===== config.mk =====
export PLATFORM = sky130hd
export DESIGN_NAME = pulse_width_line_receiver
export DESIGN_NICKNAME = d
export VERILOG_FILES = /design/src/sv/pwlr_pkg.sv /design/src/sv/pwlr_csr.sv /design/src/sv/pwlr_core.sv /design/src/sv/pwlr_out.sv /design/src/sv/pulse_width_line_receiver.sv
export SDC_FILE = /design/constraint.sdc
export NUM_CORES = 1
export LEC_CHECK = 0
export ABC_AREA = 1
export BUFFER_PORTS_ARGS = -buffer_cell sky130_fd_sc_hd__buf_4
export CAP_MARGIN = 10
export CORE_MARGIN = 2
export CORE_UTILIZATION = 53
export CTS_CLUSTER_SIZE = 12
export DETAILED_ROUTE_END_ITERATION = 6
export PLACE_DENSITY = 0.82
export SLEW_MARGIN = 20
export SYNTH_ARGS = -nofsm -noshare
export SYNTH_HDL_FRONTEND = slang
export SYNTH_SLANG_ARGS = --single-unit

===== constraint.sdc =====
create_clock -name clock -period 2.95 [get_ports clock]
set_clock_uncertainty 0.2 [all_clocks]
set_input_delay 0.4425 -clock clock [delete_from_list [all_inputs] [get_ports clock]]
set_output_delay 0.4425 -clock clock [all_outputs]
set_load 0.02 [all_outputs]

===== src/sv/pwlr_pkg.sv =====
// shared types and constants for the pulse-width line receiver
`timescale 1ns / 1ps

package pwlr_pkg;

   localparam int unsigned BYTE_W  = 8;
   localparam int unsigned CNT_W   = 8;
   localparam int unsigned BPOS_W  = 3;
   localparam int unsigned INDEX_W = 2;

   // register indexes on the csr port
   localparam logic [INDEX_W-1:0] REG_BIT_THRESHOLD = 2'd0;
   localparam logic [INDEX_W-1:0] REG_TIMEOUT_TICKS = 2'd1;
   localparam logic [INDEX_W-1:0] REG_TERMINATOR    = 2'd2;
   localparam logic [INDEX_W-1:0] REG_MESSAGE_MODE  = 2'd3;

   // reset values of the registers
   localparam logic [BYTE_W-1:0] RST_BIT_THRESHOLD = 8'd52;
   localparam logic [CNT_W-1:0]  RST_TIMEOUT_TICKS = 8'd104;
   localparam logic [BYTE_W-1:0] RST_TERMINATOR    = 8'd10;
   localparam logic              RST_MESSAGE_MODE  = 1'b1;

   localparam logic [CNT_W-1:0]  CNT_MAX  = 8'hff;
   localparam logic [BYTE_W-1:0] MSB_MASK = 8'h80;
   localparam logic [BPOS_W-1:0] BPOS_LAST = 3'd7;

   typedef enum logic [2:0] {
      PH_WAIT_LOW = 3'b001,
      PH_GAP      = 3'b010,
      PH_PULSE    = 3'b100
   } phase_type;

   typedef struct packed {
      logic [BYTE_W-1:0] bit_threshold;
      logic [CNT_W-1:0]  timeout_ticks;
      logic [BYTE_W-1:0] terminator;
      logic              message_mode;
   } cfg_type;

   typedef struct packed {
      logic              valid;
      logic [BYTE_W-1:0] byte_value;
      logic              timeout_error;
      logic              last;
   } result_type;

endpackage


===== src/sv/pwlr_csr.sv =====
// configuration register file of the pulse-width line receiver
`timescale 1ns / 1ps

module pwlr_csr (
   input  logic                          clock,
   input  logic                          reset,
   input  logic                          csr_valid,
   output logic                          csr_ready,
   input  logic [pwlr_pkg::INDEX_W-1:0]  csr_index,
   input  logic [pwlr_pkg::BYTE_W-1:0]   csr_data,
   output pwlr_pkg::cfg_type             cfg
);

   pwlr_pkg::cfg_type cfg_ff;
   pwlr_pkg::cfg_type cfg_in;

   assign csr_ready = 1'b1;
   assign cfg = cfg_ff;

   always_comb begin
      cfg_in = cfg_ff;
      if (csr_valid) begin
         case (csr_index)
            pwlr_pkg::REG_BIT_THRESHOLD: cfg_in.bit_threshold = csr_data;
            pwlr_pkg::REG_TIMEOUT_TICKS: cfg_in.timeout_ticks = csr_data;
            pwlr_pkg::REG_TERMINATOR:    cfg_in.terminator    = csr_data;
            pwlr_pkg::REG_MESSAGE_MODE:  cfg_in.message_mode  = csr_data[0];
            default:                     cfg_in = cfg_ff;
         endcase
      end
   end

   always_ff @(posedge clock) begin
      if (reset) begin
         cfg_ff.bit_threshold <= pwlr_pkg::RST_BIT_THRESHOLD;
         cfg_ff.timeout_ticks <= pwlr_pkg::RST_TIMEOUT_TICKS;
         cfg_ff.terminator    <= pwlr_pkg::RST_TERMINATOR;
         cfg_ff.message_mode  <= pwlr_pkg::RST_MESSAGE_MODE;
      end else begin
         cfg_ff <= cfg_in;
      end
   end

endmodule


===== src/sv/pwlr_core.sv =====
// line decoder state machine: one tick per accepted request
`timescale 1ns / 1ps

module pwlr_core (
   input  logic               clock,
   input  logic               reset,
   input  logic               tick_accept,
   input  logic               pin_level,
   input  pwlr_pkg::cfg_type  cfg,
   output pwlr_pkg::result_type result
);

   pwlr_pkg::phase_type                 phase_ff, phase_in;
   logic [pwlr_pkg::CNT_W-1:0]          tick_ff, tick_in;
   logic [pwlr_pkg::BYTE_W-1:0]         shift_ff, shift_in;
   logic [pwlr_pkg::BPOS_W-1:0]         bpos_ff, bpos_in;

   logic [pwlr_pkg::CNT_W-1:0]          tick_inc;
   logic [pwlr_pkg::BYTE_W-1:0]         shift_set;
   logic                                timed_out;

   // saturating tick count
   assign tick_inc  = (tick_ff == pwlr_pkg::CNT_MAX) ? tick_ff
                                                     : tick_ff + pwlr_pkg::CNT_W'(1);
   assign timed_out = (tick_inc >= cfg.timeout_ticks);
   assign shift_set = (tick_ff >= cfg.bit_threshold)
                      ? (shift_ff | (pwlr_pkg::MSB_MASK >> bpos_ff)) : shift_ff;

   always_comb begin
      phase_in = phase_ff;
      tick_in  = tick_ff;
      shift_in = shift_ff;
      bpos_in  = bpos_ff;
      result   = '0;
      case (phase_ff)
         pwlr_pkg::PH_GAP: begin
            if (pin_level) begin
               tick_in  = '0;
               phase_in = pwlr_pkg::PH_PULSE;
            end else if (bpos_ff != '0 && timed_out) begin
               result.valid         = 1'b1;
               result.timeout_error = 1'b1;
               result.last          = 1'b1;
            end else begin
               tick_in = tick_inc;
            end
         end
         pwlr_pkg::PH_PULSE: begin
            if (pin_level) begin
               if (timed_out) begin
                  result.valid         = 1'b1;
                  result.timeout_error = 1'b1;
                  result.last          = 1'b1;
               end else begin
                  tick_in = tick_inc;
               end
            end else begin
               tick_in  = '0;
               phase_in = pwlr_pkg::PH_GAP;
               if (bpos_ff == pwlr_pkg::BPOS_LAST) begin
                  result.valid      = 1'b1;
                  result.byte_value = shift_set;
                  result.last       = !cfg.message_mode || (shift_set == cfg.terminator);
                  shift_in          = '0;
                  bpos_in           = '0;
               end else begin
                  shift_in = shift_set;
                  bpos_in  = bpos_ff + pwlr_pkg::BPOS_W'(1);
               end
            end
         end
         default: begin
            // waiting for the line to go low
            if (!pin_level) begin
               tick_in  = '0;
               phase_in = pwlr_pkg::PH_GAP;
            end else begin
               phase_in = pwlr_pkg::PH_WAIT_LOW;
            end
         end
      endcase
      // a timeout rearms everything
      if (result.timeout_error) begin
         phase_in = pwlr_pkg::PH_WAIT_LOW;
         tick_in  = '0;
         shift_in = '0;
         bpos_in  = '0;
      end
   end

   always_ff @(posedge clock) begin
      if (reset) begin
         phase_ff <= pwlr_pkg::PH_WAIT_LOW;
         tick_ff  <= '0;
         shift_ff <= '0;
         bpos_ff  <= '0;
      end else if (tick_accept) begin
         phase_ff <= phase_in;
         tick_ff  <= tick_in;
         shift_ff <= shift_in;
         bpos_ff  <= bpos_in;
      end
   end

endmodule


===== src/sv/pwlr_out.sv =====
// result register between the decoder and the rsp channel
`timescale 1ns / 1ps

module pwlr_out (
   input  logic                        clock,
   input  logic                        reset,
   input  logic                        load,
   input  pwlr_pkg::result_type        result,
   output logic                        can_load,
   output logic                        rsp_tvalid,
   input  logic                        rsp_tready,
   output logic [pwlr_pkg::BYTE_W-1:0] rsp_tdata,
   output logic                        rsp_tuser,
   output logic                        rsp_tlast
);

   logic                        valid_ff, valid_in;
   logic [pwlr_pkg::BYTE_W-1:0] byte_ff, byte_in;
   logic                        err_ff, err_in;
   logic                        last_ff, last_in;

   // the slot frees up in the same cycle it is taken
   assign can_load = !valid_ff || rsp_tready;

   always_comb begin
      valid_in = valid_ff;
      byte_in  = byte_ff;
      err_in   = err_ff;
      last_in  = last_ff;
      if (load) begin
         valid_in = result.valid;
         byte_in  = result.byte_value;
         err_in   = result.timeout_error;
         last_in  = result.last;
      end else if (rsp_tready) begin
         valid_in = 1'b0;
      end
   end

   always_ff @(posedge clock) begin
      if (reset) begin
         valid_ff <= 1'b0;
      end else begin
         valid_ff <= valid_in;
      end
      byte_ff <= byte_in;
      err_ff  <= err_in;
      last_ff <= last_in;
   end

   assign rsp_tvalid = valid_ff;
   assign rsp_tdata  = byte_ff;
   assign rsp_tuser  = err_ff;
   assign rsp_tlast  = last_ff;

endmodule


===== src/sv/pulse_width_line_receiver.sv =====
// Pulse-width line receiver, top level.
// Each request on req_ is one timer tick; req_tdata[0] holds the sampled line
// level (1 is high). After the line first goes low, every bit is a low gap
// followed by a high pulse, MSB first; a pulse counted at or above
// bit_threshold is a one. Each finished byte comes out on rsp_ with
// rsp_tuser low; rsp_tlast marks the terminator byte in message mode, or
// every byte otherwise. A gap (after a byte's first bit) or a pulse reaching
// timeout_ticks gives a result with rsp_tdata zero, rsp_tuser and rsp_tlast
// high, and the decoder rearms to wait for the line to go low.
// One tick per cycle while the output slot can load; a result shows on rsp_
// the cycle after its completing tick, held in a single output register.
// When rsp_tready is low with a result pending, req_tready drops until the
// result is taken; ticks that produce no result still need that slot free.
// Registers are written on csr_ (index 0 bit_threshold, 1 timeout_ticks,
// 2 terminator, 3 message_mode), by the user only while the block is idle;
// the block does not enforce it. Synchronous reset restores register
// defaults (52, 104, 10, 1) and clears the decoder and output register.
`timescale 1ns / 1ps

module pulse_width_line_receiver (
   input  logic                          clock,
   input  logic                          reset,
   input  logic                          req_tvalid,
   output logic                          req_tready,
   input  logic [7:0]                    req_tdata,   // [0] pin_level, [7:1] zero
   output logic                          rsp_tvalid,
   input  logic                          rsp_tready,
   output logic [pwlr_pkg::BYTE_W-1:0]   rsp_tdata,   // [7:0] byte_value
   output logic                          rsp_tuser,   // [0] timeout_error
   output logic                          rsp_tlast,
   input  logic                          csr_valid,
   output logic                          csr_ready,
   input  logic [pwlr_pkg::INDEX_W-1:0]  csr_index,
   input  logic [pwlr_pkg::BYTE_W-1:0]   csr_data
);

   pwlr_pkg::cfg_type    cfg;
   pwlr_pkg::result_type result;
   logic                 can_load;
   logic                 tick_accept;

   assign req_tready  = can_load;
   assign tick_accept = req_tvalid && can_load;

   pwlr_csr u_csr (
      .clock     (clock),
      .reset     (reset),
      .csr_valid (csr_valid),
      .csr_ready (csr_ready),
      .csr_index (csr_index),
      .csr_data  (csr_data),
      .cfg       (cfg)
   );

   pwlr_core u_core (
      .clock       (clock),
      .reset       (reset),
      .tick_accept (tick_accept),
      .pin_level   (req_tdata[0]),
      .cfg         (cfg),
      .result      (result)
   );

   pwlr_out u_out (
      .clock      (clock),
      .reset      (reset),
      .load       (tick_accept),
      .result     (result),
      .can_load   (can_load),
      .rsp_tvalid (rsp_tvalid),
      .rsp_tready (rsp_tready),
      .rsp_tdata  (rsp_tdata),
      .rsp_tuser  (rsp_tuser),
      .rsp_tlast  (rsp_tlast)
   );

`ifndef SYNTHESIS
   // an error result carries a zero byte and closes the message
   assert property (@(posedge clock) disable iff (reset)
      rsp_tvalid && rsp_tuser |-> rsp_tdata == '0 && rsp_tlast)
      else $error("error result with nonzero byte or without last");

   // the block never stalls ticks while the output slot is empty
   assert property (@(posedge clock) disable iff (reset)
      !rsp_tvalid |-> req_tready)
      else $error("request stalled with empty output register");

   // a tick that completes a byte or times out shows a result next cycle
   assert property (@(posedge clock) disable iff (reset)
      tick_accept && result.valid |=> rsp_tvalid)
      else $error("decoded result lost");
`endif

endmodule


; ---- Word-level counts from Yosys, hierarchy flattened
; Cells that the tools add are included.
[totals]
ff_bits = 58
input_bits = 23
output_inout_bits = 13
word_cells = 89
[op_classes]
addsub = 2
order_cmp = 2
n_eq_ne = 14
n_shift = 1
muxes = 37
bitwise = 3
n_reduce_logical = 18
[ops]
columns = op, n
row1 = two-way mux 8 bit, 12
row2 = two-way mux 3 bit, 7
row3 = >= comparator 8 bit, 2
row4 = case mux 8 bit (2 select lines), 1
row5 = two-way mux 1 bit, 9
row6 = two-way mux 9 bit, 1
row7 = "adder 8 x 1 -> 8 bit, second input constant", 1
row8 = == test 8 bit, 1
row9 = "== test 8 bit, second input constant", 1
row10 = two-way mux 2 bit, 4
row11 = "!= test 4 x 3 -> 1 bit, second input constant", 2
row12 = OR 8 bit, 1
row13 = AND reduction 2 bit, 4
row14 = ">> shifter 8 x 3 -> 8 bit, first input constant", 1
row15 = "== test 3 bit, second input constant", 2
row16 = "!= test 3 x 2 -> 1 bit, second input constant", 2
row17 = case mux 3 bit (2 select lines), 1
row18 = AND reduction 3 bit, 2
row19 = "== test 2 bit, second input constant", 2
row20 = "!= test 4 x 1 -> 1 bit, second input constant", 1
row21 = case mux 2 bit (2 select lines), 1
row22 = AND reduction 4 bit, 1
row23 = nonzero test 2 bit, 2
row24 = "adder 3 x 1 -> 3 bit, second input constant", 1
row25 = 11 further kinds, 15

; ---- Longest topological paths before layout
[logic_depth]
depth_word = 10
depth_mapped = 21
ltp_nobuf = 21

; ---- Modules after synthesis
; From an unflattened synthesis, not the netlist that was laid out.
[unflattened]
hier_cells = 484
hier_area_um2 = 3453.3
[modules_own_cells]
columns = module, instances, cells_each, area_per_inst_um2, seq_area_each_um2
row1 = pwlr_core, 1, 312, 2040.7, 440.4
row2 = pwlr_csr, 1, 151, 1053.5, 500.5
row3 = pwlr_out, 1, 19, 351.6, 320.3
row4 = pulse_width_line_receiver, 1, 2, 7.5, 0.0

; ---- Worst setup path before layout
; Ideal clock, no wire load.
[synth_path]
kind = register to register
start = register u_core.tick_ff[0] (netlist name)
end = register u_core.bpos_ff[1] (netlist name)
setup_time_ps = 126
arrival_time_ps = 2533
t_required_ps = 2624
slack_ps = 91
stages_incl_launch_ff = 19
n_path_buf = 0
period_less_slack_ps = 2859
path_cell_list = dfxtp_1 -> ha_1 -> inv_1 -> nor4_4 -> nand3_2 -> nand2_1 -> nor2_1 -> xor2_1 -> ha_1 -> nand2_1 -> nor2_1 -> nand4_1 -> o2111ai_1 -> nand2_4 -> nand2_1 -> nand2_1 -> clkinv_2 -> o21ai_0 -> nor2_1
[synth_between]
elab_chain_cells = 9
word_cells_on_any_way = 14
cone_classes = add/sub (1) / order compare (1) / eq/ne (2) / mux (7) / reduce/logical (3)
[synth_lines]
columns = item, line
row1 = "start, declared", pwlr_core.sv:14  ; logic [pwlr_pkg::CNT_W-1:0] tick_ff, tick_in;
row2 = "start signal, assigned", pwlr_core.sv:99  ; tick_ff <= tick_in;
row3 = adder 8 x 1 -> 8 bit / == test 8 bit (equally long branches), "pwlr_core.sv:24, pwlr_core.sv:23"
row4 = two-way mux 8 bit *, pwlr_core.sv:23  ; assign tick_inc = (tick_ff == pwlr_pkg::CNT_MAX) ? tick_ff
row5 = >= comparator 8 bit *, pwlr_core.sv:25  ; assign timed_out = (tick_inc >= cfg.timeout_ticks);
row6 = logical AND 1 bit, pwlr_core.sv:40  ; end else if (bpos_ff != '0 && timed_out) begin
row7 = two-way mux 2 bit, pwlr_core.sv:40
row8 = two-way mux 2 bit, pwlr_core.sv:37  ; if (pin_level) begin
row9 = case mux 2 bit (2 select lines) *, pwlr_core.sv:35  ; case (phase_ff)
row10 = != test 2 x 1 -> 1 bit (no line) / nonzero test 2 bit (equally long branches), n/a
row11 = AND reduction 3 bit (no line), n/a
row12 = "end signal, assigned", pwlr_core.sv:101  ; bpos_ff <= bpos_in;
row13 = "end, declared", pwlr_core.sv:16  ; logic [pwlr_pkg::BPOS_W-1:0] bpos_ff, bpos_in;
; Mark *: on every way between the ends. The rest lies on a longest branch, timed or not.
; A chain may end at the register's enable or synchronous reset.

==> flow_metrics.env <==
export IMPL_status="finished, violations left"
export IMPL_violations="negative setup slack"
export IMPL_cp_max_fo=5
export IMPL_grt_max_degree=18
export IMPL_slowest_stage="dfxtp_2"
export IMPL_fin_setup_tns_ns=-0.3928
export IMPL_grt_pass1_vias=2788
export IMPL_synth_area_sq_um=3211
export IMPL_insertion_delay_ns=0.35
export IMPL_synth_nets=477
export IMPL_hpwl_mm=5.401
export IMPL_avgSynthCellArea_sq_um=7.449
export IMPL_synth_seq_area_share_pct=39.28
export IMPL_synth_top_cell_area_share_pct=29.93
export IMPL_rows=28
export IMPL_slew_headroom_pct=52.71
export IMPL_final_nets=539
export IMPL_place_gp_congestion=0.8681
export IMPL_post_route_min_period_ns=3.009
export IMPL_setup_slack_ns=-0.05875
export IMPL_final_seq_area_sq_um=1265
export IMPL_drc=0
export IMPL_antenna_found_initial=0
export IMPL_power_mw=1.927
export IMPL_fin_crit_sh_pct=102.0
export IMPL_path_clk_slew_ns=0.07
export IMPL_design_die_area_sq_um=6696
export IMPL_clockBufferDepth=2
export IMPL_multi_input_area_sq_um=1824
export IMPL_port_buffers=27
export IMPL_num_vias=2997
export IMPL_core_area_sq_um=5886
export IMPL_required_ns=3.04
export IMPL_yosysTopAreaCell="dfxtp_1"
export IMPL_cts_sinks=58
export IMPL_maxUsedRoutingLayer="met4"
export IMPL_route_met3_wl_um=326
export IMPL_cp_start_kind="flip-flop"
export IMPL_diodes=0
export IMPL_layout_common_cells="89 x nand2_1, 64 x inv_1, 55 x buf_4, 45 x dfxtp_1, 31 x a21oi_1"
export IMPL_worstMarginPinSlew_ns=0.7086
export IMPL_start_util_pct=54.55
export IMPL_drtIter0Drc=179
export IMPL_syn_inst=431
export IMPL_drive_gt1_share_pct=27.31
export IMPL_slew_viol_final=0
export IMPL_cts_hold_buf=0
export IMPL_antenna_left=0
export IMPL_worst_setup_path_type="flip-flop to flip-flop"
export IMPL_fp_dieH_um=81.83
export IMPL_met2_length_mm=3.885
export IMPL_slowest_delay_ns=0.35
export IMPL_grt_pass1_wl_mm=12.26
export IMPL_io_pins=36
export IMPL_final_area_sq_um=4149
export IMPL_die_w_um=81.83
export IMPL_final_common_cell="nand2_1"
export IMPL_end_kind="flip-flop"
export IMPL_m1WireLength_mm=3.211
export IMPL_cts_root_buf="clkbuf_8"
export IMPL_powerDensity_nw_per_um2=464.3
export IMPL_ys_seq_elements=58
export IMPL_routedWlPerCell_um=13.31
export IMPL_power_leakage_nw=1.978
export IMPL_grt_usage_pct=24.31
export IMPL_fillers=463
export IMPL_min_path_type="primary input to flip-flop"
export IMPL_hold_viol=0
export IMPL_peakVddDrop_mv=0.3696
export IMPL_rsz0062_at_grt="true"
export IMPL_max_freq_mhz=332.4
export IMPL_gr_total_overflow=0
export IMPL_crit_family="simple AND/OR/NAND/NOR gates"
export IMPL_rrSetupSlack_ns=-0.06
export IMPL_dr_pass1_iters=4
export IMPL_fin_hold_ws_ns=0.1273
export IMPL_setup_viol=11
export IMPL_synth_cell_type_count=39
export IMPL_syn_to_final_growth_pct=29.23
export IMPL_worst_endpoint_arrival_ns=3.10
export IMPL_drt_wl_total_mm=7.627
export IMPL_cap_violations=0
export IMPL_cts_htree_levels=3
export IMPL_yosys_warnings=0
export IMPL_worstPathCellList="ha_4 > inv_4 > nor4_4 > nand3_2 > nand2_2 > nor2_2 > xor2_1 > ha_1 > nand2_1 > nor2_2 > nand4_1 > o2111ai_2 > nand2_4 > inv_2 > o21ai_2 > nand2_2 > buf_6 > a21oi_2"
export IMPL_timing_critical_path_buf_inv=3
export IMPL_cts_tree="built"
export IMPL_via_per_inst=5.230
export IMPL_synth_area_leaders="dfxtp_1 30%, nand2_1 11%, edfxtp_1 9.4%"
export IMPL_cts_buffers=9
export IMPL_dpl_instance_area_sq_um=3645
==> worst min-delay path, delay by kind of cell <==
| family | cells | cell delay, ns |
|---|---|---|
| AND/OR/NAND/NOR | 1 | 0.04 |
| AO/OA/AOI/OAI | 1 | 0.06 |
| buffers and inverters | 1 | 0.09 |
==> per-stage QoR <==
step / std cells / setup slack [ns] / utilization (%)
after floorplan: 431 / 0.09057 / -
after global placement: 549 / -0.03131 / 61.93
after detailed placement: 549 / -0.1127 / 61.93
after CTS: 566 / -0.01856 / 66.28
after global routing: 573 / -0.2160 / 70.49
final: 573 / -0.05875 / 70.49
==> per-layer routing <==
metal  vias up  GRT usage (%)
li1       1536              -
met1      1367          28.45
met2        73          42.60
met3        21          4.945
met4         0          11.00
met5         -              0
==> final timing paths <==
path | startpoint | endpoint | depth (start not counted)
max | u_core.tick_ff[0] | u_core.shift_ff[7] | 18
min | csr_data[4] | u_csr.cfg[21] | 3
max reg2reg | u_core.tick_ff[0] | u_core.shift_ff[7] | 18
min reg2reg | u_core.shift_ff[0] | u_core.shift_ff[0] | 2
==> registers in the layout (all words and copies together), names as in the netlist <==
| signal | flops |
|---|---|
| u_core.bpos_ff | 3 |
| u_csr.cfg | 25 |
| u_core.phase_ff | 3 |
| u_out.rsp_tlast | 1 |
| u_out.rsp_tdata | 8 |
| u_out.rsp_tvalid | 1 |
| u_core.tick_ff | 8 |
| u_out.rsp_tuser | 1 |
| u_core.shift_ff | 8 |
==> Yosys cell counts, drive strengths merged <==
cell type  instances
a21o               1
a21oi             49
buf                3
clkbuf             5
clkinv             1
conb               1
dfxtp             48
edfxtp            10
ha                23
inv               69
nand2            104
nand3             32
nand3b             2
nand4              3
nor2              29
nor3               7
nor4               1
o2111ai            1
o211ai             7
o21a               2
o21ai             28
or2                1
xnor2              1
xor2               3
==> layout make-up <==
cell class / count / area share (%)
clock buffers: 11 / 3.408
multi-input cells: 295 / 43.97
repair buffers: 59 / 11.13
clock inverters: 5 / 1.870
flip-flops and latches: 58 / 30.49
inverters: 70 / 6.876
well taps: 75 / 2.262
==> where the power goes <==
group	internal, mW	switching, mW	total (mW)
combinational	0.100	0.148	0.248
clock	0.496	0.330	0.825
sequential	0.836	0.0172	0.853
total	1.43	0.495	1.93
==> timing repair <==
| item | CTS | global route |
|---|---|---|
| buffers inserted | 1 | 6 |
| cloned | 0 | 1 |
| endpoints found under the setup margin | 17 | 25 |
| hold endpoints to repair | 0 | 0 |
| pin swaps | 5 | 18 |
| resized for setup | 9 | 52 |
==> cell families after synthesis <==
family / synth area share [%]
fa+ha+maj: 8.963
simple gates: 25.76
xor+xnor: 1.091
compound gates: 15.00
buf+inv: 9.782
flops: 39.28
other cells: 0.1168
Note: power is estimated with default switching activity, not from simulation.
